==> src/sv/sekf_pkg.sv <==
// ============================================================================
// sekf_pkg
// Shared types and constants for the stack engine with key filter.
// ============================================================================
package sekf_pkg;

    // One stack entry: leg count and opaque tag word
    typedef struct packed {
        logic [7:0]  legs;
        logic [31:0] tag;
    } t_entry;

    // Operation codes; six and seven are unused and report ok
    typedef enum logic [2:0] {
        OP_PUSH   = 3'd0,
        OP_POP    = 3'd1,
        OP_PEEK   = 3'd2,
        OP_DUP    = 3'd3,
        OP_SWAP   = 3'd4,
        OP_FILTER = 3'd5
    } t_op;

    typedef enum logic [1:0] {
        ST_OK    = 2'd0,
        ST_UNDER = 2'd1,
        ST_OVER  = 2'd2
    } t_status;

    // Leg count that the filter removes
    localparam logic [7:0] LEGS_DROP = 8'd2;

    typedef enum logic [2:0] {
        S_IDLE,
        S_POP_WB,
        S_SWAP_LO,
        S_SWAP_HI,
        S_FILT,
        S_FILT_END,
        S_RESULT
    } t_state;

    typedef enum logic [3:0] {
        CMD_NONE,
        CMD_PUSH,
        CMD_POP,
        CMD_POP_WB,
        CMD_DUP,
        CMD_SWAP_RD,
        CMD_SWAP_LO,
        CMD_SWAP_HI,
        CMD_FILT_START,
        CMD_FILT_STEP,
        CMD_FILT_END,
        CMD_LOAD_OUT
    } t_cmd;

    // Controller to datapath
    typedef struct packed {
        t_cmd    cmd;
        t_status status;
    } t_dp_cmd;

    // Datapath to controller
    typedef struct packed {
        logic empty;
        logic lt2;
        logic full;
        logic filt_last;
        logic out_free;
    } t_dp_stat;

endpackage

==> src/sv/sekf_ctrl.sv <==
// ============================================================================
// sekf_ctrl
// Operation sequencer: decodes each operation, checks it against the stack
// status and steps the datapath through it.
// ============================================================================
module sekf_ctrl (
    input  logic                i_clk,
    input  logic                i_rst_n,
    input  logic                i_in_valid,
    output logic                o_in_ready,
    input  logic [2:0]          i_op,
    input  sekf_pkg::t_dp_stat  i_stat,
    output sekf_pkg::t_dp_cmd   o_cmd
);
    import sekf_pkg::*;

    t_state  r_state, n_state;
    t_status r_status, n_status;
    t_cmd    cmd;
    logic    accept;

    assign o_in_ready = (r_state == S_IDLE);
    assign accept     = i_in_valid && o_in_ready;

    // Next state
    always_comb begin
        n_state = r_state;
        unique case (r_state)
            S_IDLE: begin
                if (accept) begin
                    case (cmd)
                        CMD_POP:        n_state = S_POP_WB;
                        CMD_SWAP_RD:    n_state = S_SWAP_LO;
                        CMD_FILT_START: n_state = S_FILT;
                        default:        n_state = S_RESULT;
                    endcase
                end
            end
            S_POP_WB:   n_state = S_RESULT;
            S_SWAP_LO:  n_state = S_SWAP_HI;
            S_SWAP_HI:  n_state = S_RESULT;
            S_FILT: begin
                if (i_stat.filt_last) begin
                    n_state = S_FILT_END;
                end
            end
            S_FILT_END: n_state = S_RESULT;
            S_RESULT: begin
                if (i_stat.out_free) begin
                    n_state = S_IDLE;
                end
            end
            default:    n_state = S_IDLE;
        endcase
    end

    // Commands
    always_comb begin
        cmd      = CMD_NONE;
        n_status = r_status;
        unique case (r_state)
            S_IDLE: begin
                if (accept) begin
                    n_status = ST_OK;
                    case (t_op'(i_op))
                        OP_PUSH: begin
                            if (i_stat.full) n_status = ST_OVER;
                            else             cmd = CMD_PUSH;
                        end
                        OP_POP: begin
                            if (i_stat.empty) n_status = ST_UNDER;
                            else              cmd = CMD_POP;
                        end
                        OP_PEEK: begin
                            if (i_stat.empty) n_status = ST_UNDER;
                        end
                        OP_DUP: begin
                            if (i_stat.empty)     n_status = ST_UNDER;
                            else if (i_stat.full) n_status = ST_OVER;
                            else                  cmd = CMD_DUP;
                        end
                        OP_SWAP: begin
                            if (i_stat.lt2) n_status = ST_UNDER;
                            else            cmd = CMD_SWAP_RD;
                        end
                        OP_FILTER: begin
                            if (i_stat.empty) n_status = ST_UNDER;
                            else              cmd = CMD_FILT_START;
                        end
                        default: ;
                    endcase
                end
            end
            S_POP_WB:   cmd = CMD_POP_WB;
            S_SWAP_LO:  cmd = CMD_SWAP_LO;
            S_SWAP_HI:  cmd = CMD_SWAP_HI;
            S_FILT:     cmd = CMD_FILT_STEP;
            S_FILT_END: cmd = CMD_FILT_END;
            S_RESULT: begin
                if (i_stat.out_free) cmd = CMD_LOAD_OUT;
            end
            default:    cmd = CMD_NONE;
        endcase
    end

    assign o_cmd.cmd    = cmd;
    assign o_cmd.status = r_status;

    always_ff @(posedge i_clk) begin
        if (!i_rst_n) begin
            r_state  <= S_IDLE;
            r_status <= ST_OK;
        end else begin
            r_state  <= n_state;
            r_status <= n_status;
        end
    end

endmodule

==> src/sv/sekf_datapath.sv <==
// ============================================================================
// sekf_datapath
// Entry memory, fill count, cached top entry, filter pointers, capacity
// register and the result register.
// ============================================================================
module sekf_datapath #(
    parameter int MAX_DEPTH = 64
) (
    input  logic                i_clk,
    input  logic                i_rst_n,
    input  sekf_pkg::t_dp_cmd   i_cmd,
    output sekf_pkg::t_dp_stat  o_stat,
    input  logic [7:0]          i_item_legs,
    input  logic [31:0]         i_item_tag,
    input  logic                i_cfg_valid,
    input  logic [6:0]          i_cfg_capacity,
    output logic                o_out_valid,
    input  logic                i_out_ready,
    output logic [7:0]          o_top_legs,
    output logic [31:0]         o_top_tag,
    output logic [6:0]          o_depth,
    output logic                o_is_empty,
    output logic                o_is_full,
    output logic [1:0]          o_status
);
    import sekf_pkg::*;

    localparam int AW   = $clog2(MAX_DEPTH);
    localparam int CW   = $clog2(MAX_DEPTH + 1);
    localparam int CMPW = (CW > 7) ? CW : 7;

    t_entry mem [MAX_DEPTH];

    logic [CW-1:0] r_count, n_count;
    t_entry        r_top, n_top;
    t_entry        r_rd_data;
    logic [AW-1:0] r_rp, n_rp;
    logic [AW-1:0] r_wp, n_wp;
    logic          r_fvalid, n_fvalid;
    logic [6:0]    r_cap;

    logic          r_out_valid;
    t_entry        r_out_top;
    logic [6:0]    r_out_depth;
    logic          r_out_empty;
    logic          r_out_full;
    t_status       r_out_status;

    logic          wr_en;
    logic [AW-1:0] wr_addr;
    t_entry        wr_data;
    logic [AW-1:0] rd_addr;

    logic [CMPW-1:0] ucap;
    logic            empty;
    logic            full;
    logic            keep;
    logic [AW-1:0]   addr_top;
    logic [AW-1:0]   addr_second;
    logic [AW-1:0]   addr_next;

    assign ucap = (CMPW'(r_cap) > CMPW'(MAX_DEPTH)) ? CMPW'(MAX_DEPTH) : CMPW'(r_cap);
    assign empty = (r_count == '0);
    assign full  = (CMPW'(r_count) >= ucap);

    assign addr_top    = AW'(r_count - CW'(1));
    assign addr_second = AW'(r_count - CW'(2));
    assign addr_next   = AW'(r_count);

    assign keep = r_fvalid && (r_rd_data.legs != LEGS_DROP);

    assign o_stat.empty     = empty;
    assign o_stat.lt2       = (r_count < CW'(2));
    assign o_stat.full      = full;
    assign o_stat.filt_last = (r_rp == addr_top);
    assign o_stat.out_free  = !r_out_valid || i_out_ready;

    always_comb begin
        n_count  = r_count;
        n_top    = r_top;
        n_rp     = r_rp;
        n_wp     = r_wp;
        n_fvalid = r_fvalid;
        wr_en    = 1'b0;
        wr_addr  = addr_next;
        wr_data  = r_top;
        rd_addr  = addr_second;
        case (i_cmd.cmd)
            CMD_PUSH: begin
                wr_en        = 1'b1;
                wr_data.legs = i_item_legs;
                wr_data.tag  = i_item_tag;
                n_top        = wr_data;
                n_count      = r_count + CW'(1);
            end
            CMD_POP: begin
                n_count = r_count - CW'(1);
            end
            CMD_POP_WB: begin
                n_top = r_rd_data;
            end
            CMD_DUP: begin
                wr_en   = 1'b1;
                n_count = r_count + CW'(1);
            end
            CMD_SWAP_LO: begin
                // old top goes one below, old second becomes top
                wr_en   = 1'b1;
                wr_addr = addr_second;
                n_top   = r_rd_data;
            end
            CMD_SWAP_HI: begin
                wr_en   = 1'b1;
                wr_addr = addr_top;
            end
            CMD_FILT_START: begin
                n_rp     = '0;
                n_wp     = '0;
                n_fvalid = 1'b0;
            end
            CMD_FILT_STEP: begin
                rd_addr  = r_rp;
                n_rp     = r_rp + AW'(1);
                n_fvalid = 1'b1;
                wr_en    = keep;
                wr_addr  = r_wp;
                wr_data  = r_rd_data;
                if (keep) begin
                    n_top = r_rd_data;
                    n_wp  = r_wp + AW'(1);
                end
            end
            CMD_FILT_END: begin
                wr_en    = keep;
                wr_addr  = r_wp;
                wr_data  = r_rd_data;
                n_fvalid = 1'b0;
                n_count  = CW'(r_wp) + CW'(keep);
                if (keep) begin
                    n_top = r_rd_data;
                end
            end
            default: ;
        endcase
    end

    // Entry memory: one write port, one registered read port
    always_ff @(posedge i_clk) begin
        if (wr_en) begin
            mem[wr_addr] <= wr_data;
        end
        r_rd_data <= mem[rd_addr];
    end

    always_ff @(posedge i_clk) begin
        r_top <= n_top;
        r_rp  <= n_rp;
        r_wp  <= n_wp;
        if (i_cmd.cmd == CMD_LOAD_OUT) begin
            r_out_top    <= empty ? '0 : r_top;
            r_out_depth  <= 7'(r_count);
            r_out_empty  <= empty;
            r_out_full   <= full;
            r_out_status <= i_cmd.status;
        end
    end

    always_ff @(posedge i_clk) begin
        if (!i_rst_n) begin
            r_count     <= '0;
            r_fvalid    <= 1'b0;
            r_cap       <= 7'd64;
            r_out_valid <= 1'b0;
        end else begin
            r_count  <= n_count;
            r_fvalid <= n_fvalid;
            if (i_cfg_valid) begin
                r_cap <= i_cfg_capacity;
            end
            if (i_cmd.cmd == CMD_LOAD_OUT) begin
                r_out_valid <= 1'b1;
            end else if (i_out_ready) begin
                r_out_valid <= 1'b0;
            end
        end
    end

    assign o_out_valid = r_out_valid;
    assign o_top_legs  = r_out_top.legs;
    assign o_top_tag   = r_out_top.tag;
    assign o_depth     = r_out_depth;
    assign o_is_empty  = r_out_empty;
    assign o_is_full   = r_out_full;
    assign o_status    = r_out_status;

endmodule

==> src/sv/stack_engine_with_key_filter.sv <==
// ============================================================================
// stack_engine_with_key_filter
// Bounded LIFO stack of (leg count, tag) entries with push, pop, peek,
// duplicate, swap and a filter that drops every two-leg entry.
// ============================================================================
// Usage:
//   Input channel (i_in_valid / o_in_ready) carries one operation per
//   transfer: i_op, plus i_item_legs / i_item_tag for push. Each operation
//   yields exactly one result transfer on the output channel (o_out_valid /
//   i_out_ready): top entry (zero when empty), depth, empty/full flags and a
//   status of ok, underflow or overflow. A rejected operation leaves the
//   stack unchanged.
//   One operation is worked at a time. Push, peek, duplicate, unused codes
//   and any error go straight to the result; pop adds a top writeback, swap
//   a read and a low and a high write, and the filter walks every held entry
//   through the single read port and single write port of the entry memory.
//   The next operation is taken the cycle after the result is loaded.
//   The capacity register is written through i_cfg_valid / o_cfg_ready
//   (always ready); write it only while no operation is in flight, which
//   the block does not enforce. Values above MAX_DEPTH act as MAX_DEPTH.
//   Reset empties the stack, sets capacity to 64 and drops any pending
//   result; the entry memory is not cleared and needs no clearing pass.
//   While the receiver stalls, the result register holds its transfer and
//   no further operation is accepted after the one that follows it.
// ============================================================================
module stack_engine_with_key_filter #(
    parameter int MAX_DEPTH = 64
) (
    input  logic        i_clk,
    input  logic        i_rst_n,
    input  logic        i_in_valid,
    output logic        o_in_ready,
    input  logic [2:0]  i_op,
    input  logic [7:0]  i_item_legs,
    input  logic [31:0] i_item_tag,
    input  logic        i_cfg_valid,
    output logic        o_cfg_ready,
    input  logic [6:0]  i_cfg_capacity,
    output logic        o_out_valid,
    input  logic        i_out_ready,
    output logic [7:0]  o_top_legs,
    output logic [31:0] o_top_tag,
    output logic [6:0]  o_depth,
    output logic        o_is_empty,
    output logic        o_is_full,
    output logic [1:0]  o_status
);
    import sekf_pkg::*;

    t_dp_cmd  dp_cmd;
    t_dp_stat dp_stat;

    // Capacity writes are taken at once; never stall them
    assign o_cfg_ready = 1'b1;

    // Sequencer: decode, check against stack status, step the datapath
    sekf_ctrl u_ctrl (
        .i_clk      (i_clk),
        .i_rst_n    (i_rst_n),
        .i_in_valid (i_in_valid),
        .o_in_ready (o_in_ready),
        .i_op       (i_op),
        .i_stat     (dp_stat),
        .o_cmd      (dp_cmd)
    );

    // Entry memory, count, cached top, filter pointers, result register
    sekf_datapath #(
        .MAX_DEPTH (MAX_DEPTH)
    ) u_datapath (
        .i_clk          (i_clk),
        .i_rst_n        (i_rst_n),
        .i_cmd          (dp_cmd),
        .o_stat         (dp_stat),
        .i_item_legs    (i_item_legs),
        .i_item_tag     (i_item_tag),
        .i_cfg_valid    (i_cfg_valid && o_cfg_ready),
        .i_cfg_capacity (i_cfg_capacity),
        .o_out_valid    (o_out_valid),
        .i_out_ready    (i_out_ready),
        .o_top_legs     (o_top_legs),
        .o_top_tag      (o_top_tag),
        .o_depth        (o_depth),
        .o_is_empty     (o_is_empty),
        .o_is_full      (o_is_full),
        .o_status       (o_status)
    );

endmodule

==> config.mk <==
export PLATFORM = sky130hd
export DESIGN_NAME = stack_engine_with_key_filter
export DESIGN_NICKNAME = d
export VERILOG_FILES = /design/src/sv/sekf_pkg.sv /design/src/sv/sekf_ctrl.sv /design/src/sv/sekf_datapath.sv /design/src/sv/stack_engine_with_key_filter.sv
export SDC_FILE = /design/constraint.sdc
export NUM_CORES = 2
export LEC_CHECK = 0
export CORE_ASPECT_RATIO = 2
export CORE_MARGIN = 4
export CORE_UTILIZATION = 30
export CTS_BUF_LIST = sky130_fd_sc_hd__clkbuf_16
export DETAILED_ROUTE_END_ITERATION = 7
export DONT_BUFFER_PORTS = 1
export GPL_TIMING_DRIVEN = 0
export HOLD_SLACK_MARGIN = 0.08
export PLACE_DENSITY = 0.54
export SLEW_MARGIN = 5
export SYNTH_ARGS = -nofsm -noshare
export SYNTH_HDL_FRONTEND = slang
export SYNTH_HIERARCHICAL = 1
export SYNTH_SLANG_ARGS = --single-unit
==> constraint.sdc <==
create_clock -name i_clk -period 8.61 [get_ports i_clk]
set_input_delay 1.722 -clock i_clk [delete_from_list [all_inputs] [get_ports i_clk]]
set_output_delay 1.722 -clock i_clk [all_outputs]
set_load 0.01 [all_outputs]
==> run metrics <==
outcome complete, but fails checks; failing checks setup timing; crit path kind reg -> reg; FF-to-FF End u_datapath/mem[61][21]; ys async rst share 0; Worst Reg-to-Reg Cells 26; io pins 109; worst setup margin -0.01611 ns; Clk Latency, worst-skew pair 0.92 ns; dpl cell area between 0.1 and 0.15 mm2; CTS buffer count 221; CP required 9.18 ns; Syn-to-layout area delta 17.33%; register bit total from synthesis 2724; Internal 28600 uW; final wirelength 393.2 mm; syn avg cell area 16.62 um2; Psw 22320 uW; Placer Congestion about 1.0; Layout Skew roughly 0.070 ns; Peak VDD IR approximately 0.37 mV; most frequent cells in the layout edfxtp_1 (2663), nand2_1 (1224), nand3_1 (549); Residual DRC 0; Hold EP u_datapath/o_status[0]; EDFF count, synth 2663; Hold Buf Count CTS 0; Max-Cap Viols 0; Reg clk slew, reported paths 0.07 ns; max-slew violation count 0; Post-DP HPWL ~290 mm; cell area after synthesis between 0.1 and 0.15 mm2; TritonCTS clock tree yes; final hold viol count 0; sequential cell area 0.08119 mm2; Seq pwr share 0.360; part of the power in combinational logic 0.438; commonest non-fill, non-tap cell in the layout edfxtp_1; RSZ-0062 raised after global routing yes; Overall Global Routing Usage 0.2132; Fin Setup TNS -0.05416 ns; clk root buf clkbuf_16; hold crit path type reg -> reg; crit end category flip-flop; Final min period 8.626 ns; vias per std cell between 5 and 6; final instance area 0.1237 mm2; hold path startpoint u_ctrl/r_status[0]; R2R Setup Slk -0.02 ns; Buffers on Ports 0; # nets final 6817; Netlist cell types 69; clock power share 0.202; layout cells sized above 1 0.1694; Die ar. 0.3616 mm2; fmax between 0.1 and 0.15 GHz; initial core utilization 0.3013; 1st-iter DRT viols 6453; crit share post-route 1.002; Primary FF master, synth edfxtp_1; H-Tree Depth 4; slew margin rel. 0.07438; sequential fraction of the synthesis area 0.7700; vias in the first global route 61881; final core utilization 0.3535; antenna violations before repair between 50 and 60; chip width 427.2 um; PD cells 411.6 mW/mm2; Multi-input gate area approximately 0.023 mm2; largest net degree at the start of global routing 65; Final ANT Viol Nets 0; # clock sinks 2724; CP arrival 9.19 ns; Vias roughly 62000; Mapped Nets ~6400; Leak 0.03896 uW; crit path max fanout 21; DIE HEIGHT 846.4 um; Clock Path Buffers 4; Yosys warning count 6; worst-margin pin slew 1.388 ns; first-pass GRT wire length 525.9 mm; Row Count 307; DRT Pass-1 Iters 5; grt ovf 0; final setup fails 6; Reg2Reg Launch Point u_datapath/r_count[0]; Wirelength per Cell ~33 um; Sw Ratio 0.4383; # fillers around 33000; Min-Delay Path Depth 0; core area 0.3499 mm2; Cells after Synth roughly 6300; CP Launch Type flip-flop
## power groups by stage
stage | combinational, uW | sequential (uW) | clock (uW)
after CTS | 21800 | 18300 | 10400
after floorplan | 9380 | 18600 | 0
after global routing | 22800 | 18400 | 10900
final | 22300 | 18300 | 10300
after global placement | 20400 | 19300 | 0
after detailed placement | 21700 | 18600 | 0
## critical path, cell delays in order (launching register included)
cell and delay [ns]:
dfxtp_1 0.69, clkbuf_1 0.48, inv_1 0.18, ha_1 0.32, nand2b_1 0.14, a21o_1 0.17
a21o_1 0.20, a21o_1 0.18, a21o_1 0.18, a21o_1 0.17, a21o_1 0.24, buf_4 0.17
nand2b_1 0.10, nand4_1 0.13, and2_1 0.20, nor2_1 0.28, buf_2 0.29, clkbuf_1 0.48
clkbuf_1 0.42, nand2_1 0.09, o21ai_0 0.09, a21oi_1 0.09, o21ai_0 0.30, nor2b_1 0.61
nand2_1 0.74, nor2_4 0.97, buf_12 0.29
## cell families (layout without fill, tap and decap cells)
group,count (synthesis),count (layout),synth area share
XOR/XNOR,25,25,0.002077
buffers and inverters,405,980,0.01672
other,1,344,0.00003556
flip-flops,2724,2724,0.7700
multiplexers,449,449,0.08124
AND/OR/NAND/NOR,2193,2193,0.09196
AO/OA/AOI/OAI,530,530,0.03610
adder cells (fa/ha/maj),16,16,0.001899
## state kept, by name, summed over array words and instances, names as in the netlist, 2 cells and up
| register | cells |
|---|---|
| u_datapath/mem | 2560 |
| u_datapath/r_rd_data | 40 |
| u_datapath/r_top | 40 |
| u_datapath/o_top_tag | 32 |
| u_datapath/o_top_legs | 8 |
| u_datapath/o_depth | 7 |
| u_datapath/r_cap | 7 |
| u_datapath/r_count | 7 |
| u_datapath/r_rp | 6 |
| u_datapath/r_wp | 6 |
| u_ctrl/r_state | 3 |
| u_ctrl/r_status | 2 |
| u_datapath/o_status | 2 |
## how the worst max path moves through the flow
stage | startpoint | endpoint | slack [ns] | cells past startpoint
finish | u_datapath/r_count[0] | u_datapath/mem[61][21] | -0.02 | 26
global placement | u_datapath/r_count[0] | u_datapath/mem[8][23] | -4.14 | 19
floorplan | u_datapath/r_count[0] | u_datapath/r_top[0] | 1.94 | 19
CTS | u_datapath/r_count[0] | u_datapath/r_rd_data[16] | -0.002 | 22
global route | u_datapath/r_count[0] | u_datapath/mem[45][16] | -0.23 | 26
detailed placement | u_datapath/r_count[0] | u_datapath/r_rd_data[16] | -1.31 | 23
## synthesized netlist by cell type, types with 3 or more instances
cell,n,area share
xor2_1,13,0.0011
ha_1,16,0.0019
nor2b_1,56,0.0033
nand4_1,92,0.0055
or3_1,5,0.00030
mux4_2,320,0.068
o21ai_0,22,0.0010
nor3_1,6,0.00028
nor3b_1,4,0.00028
nand3b_1,3,0.00021
and2_1,11,0.00065
o21a_1,4,0.00028
a21o_1,6,0.00043
nand2b_1,15,0.00089
a211oi_1,3,0.00021
clkbuf_1,222,0.0079
buf_4,20,0.0014
a22oi_1,202,0.014
nor2_1,112,0.0040
buf_1,22,0.00078
a21oi_1,16,0.00076
a21boi_0,4,0.00028
a22o_1,4,0.00033
and4_1,36,0.0030
xnor2_1,12,0.0010
a31oi_1,167,0.0099
and3_1,8,0.00047
dfxtp_1,61,0.012
mux2i_1,84,0.0080
a32oi_1,76,0.0063
o211ai_1,3,0.00021
nand3_1,568,0.027
nand2_1,1264,0.045
inv_1,12,0.00043
buf_2,128,0.0061
edfxtp_1,2663,0.76
mux2_2,44,0.0047
## layer usage
| layer | GRT usage | up-vias | share of wire |
|---|---|---|---|
| li1 | - | 25858 | - |
| met1 | 0.2029 | 32609 | 0.31 |
| met2 | 0.3908 | 2612 | 0.53 |
| met3 | 0.03058 | 889 | 0.052 |
| met4 | 0.1938 | 16 | 0.11 |
| met5 | 0 | - | 0.00029 |
## repair_timing
| action | 4_1_cts | 5_1_grt |
|---|---|---|
| hold endpoints to repair | 0 | 0 |
| pin swaps | 1 | 11 |
| setup endpoints to repair | 1378 | 1148 |
| setup buffers | 5 | 27 |
| gates resized for setup | 23 | 24 |
## cell type report
type | count | share of cell area
repair buffers | 185 | 0.02922
plain buffers | 388 | 0.01395
multi-input cells | 3214 | 0.1893
inverters | 12 | 0.0003641
well taps | 4635 | 0.04688
clock inverters | 169 | 0.01133
clock buffers | 226 | 0.04571
diodes | 343 | 0.006938
flip-flops and latches | 2724 | 0.6563
## per-stage QoR
| step | hold slack, ns | setup WS, ns | total power, uW | cells |
|---|---|---|---|---|
| after global routing | 0.4571 | -0.2290 | 52080 | 11838 |
| after global placement | 0.4171 | -4.139 | 39610 | 10978 |
| final | 0.4287 | -0.01611 | 50920 | 11896 |
| after detailed placement | 0.4142 | -1.313 | 40350 | 11131 |
| after floorplan | 0.4030 | 1.937 | 28020 | 6343 |
| after CTS | 0.4312 | -0.001941 | 50580 | 11528 |
No activity file was read; power rests on OpenSTA's default activity.
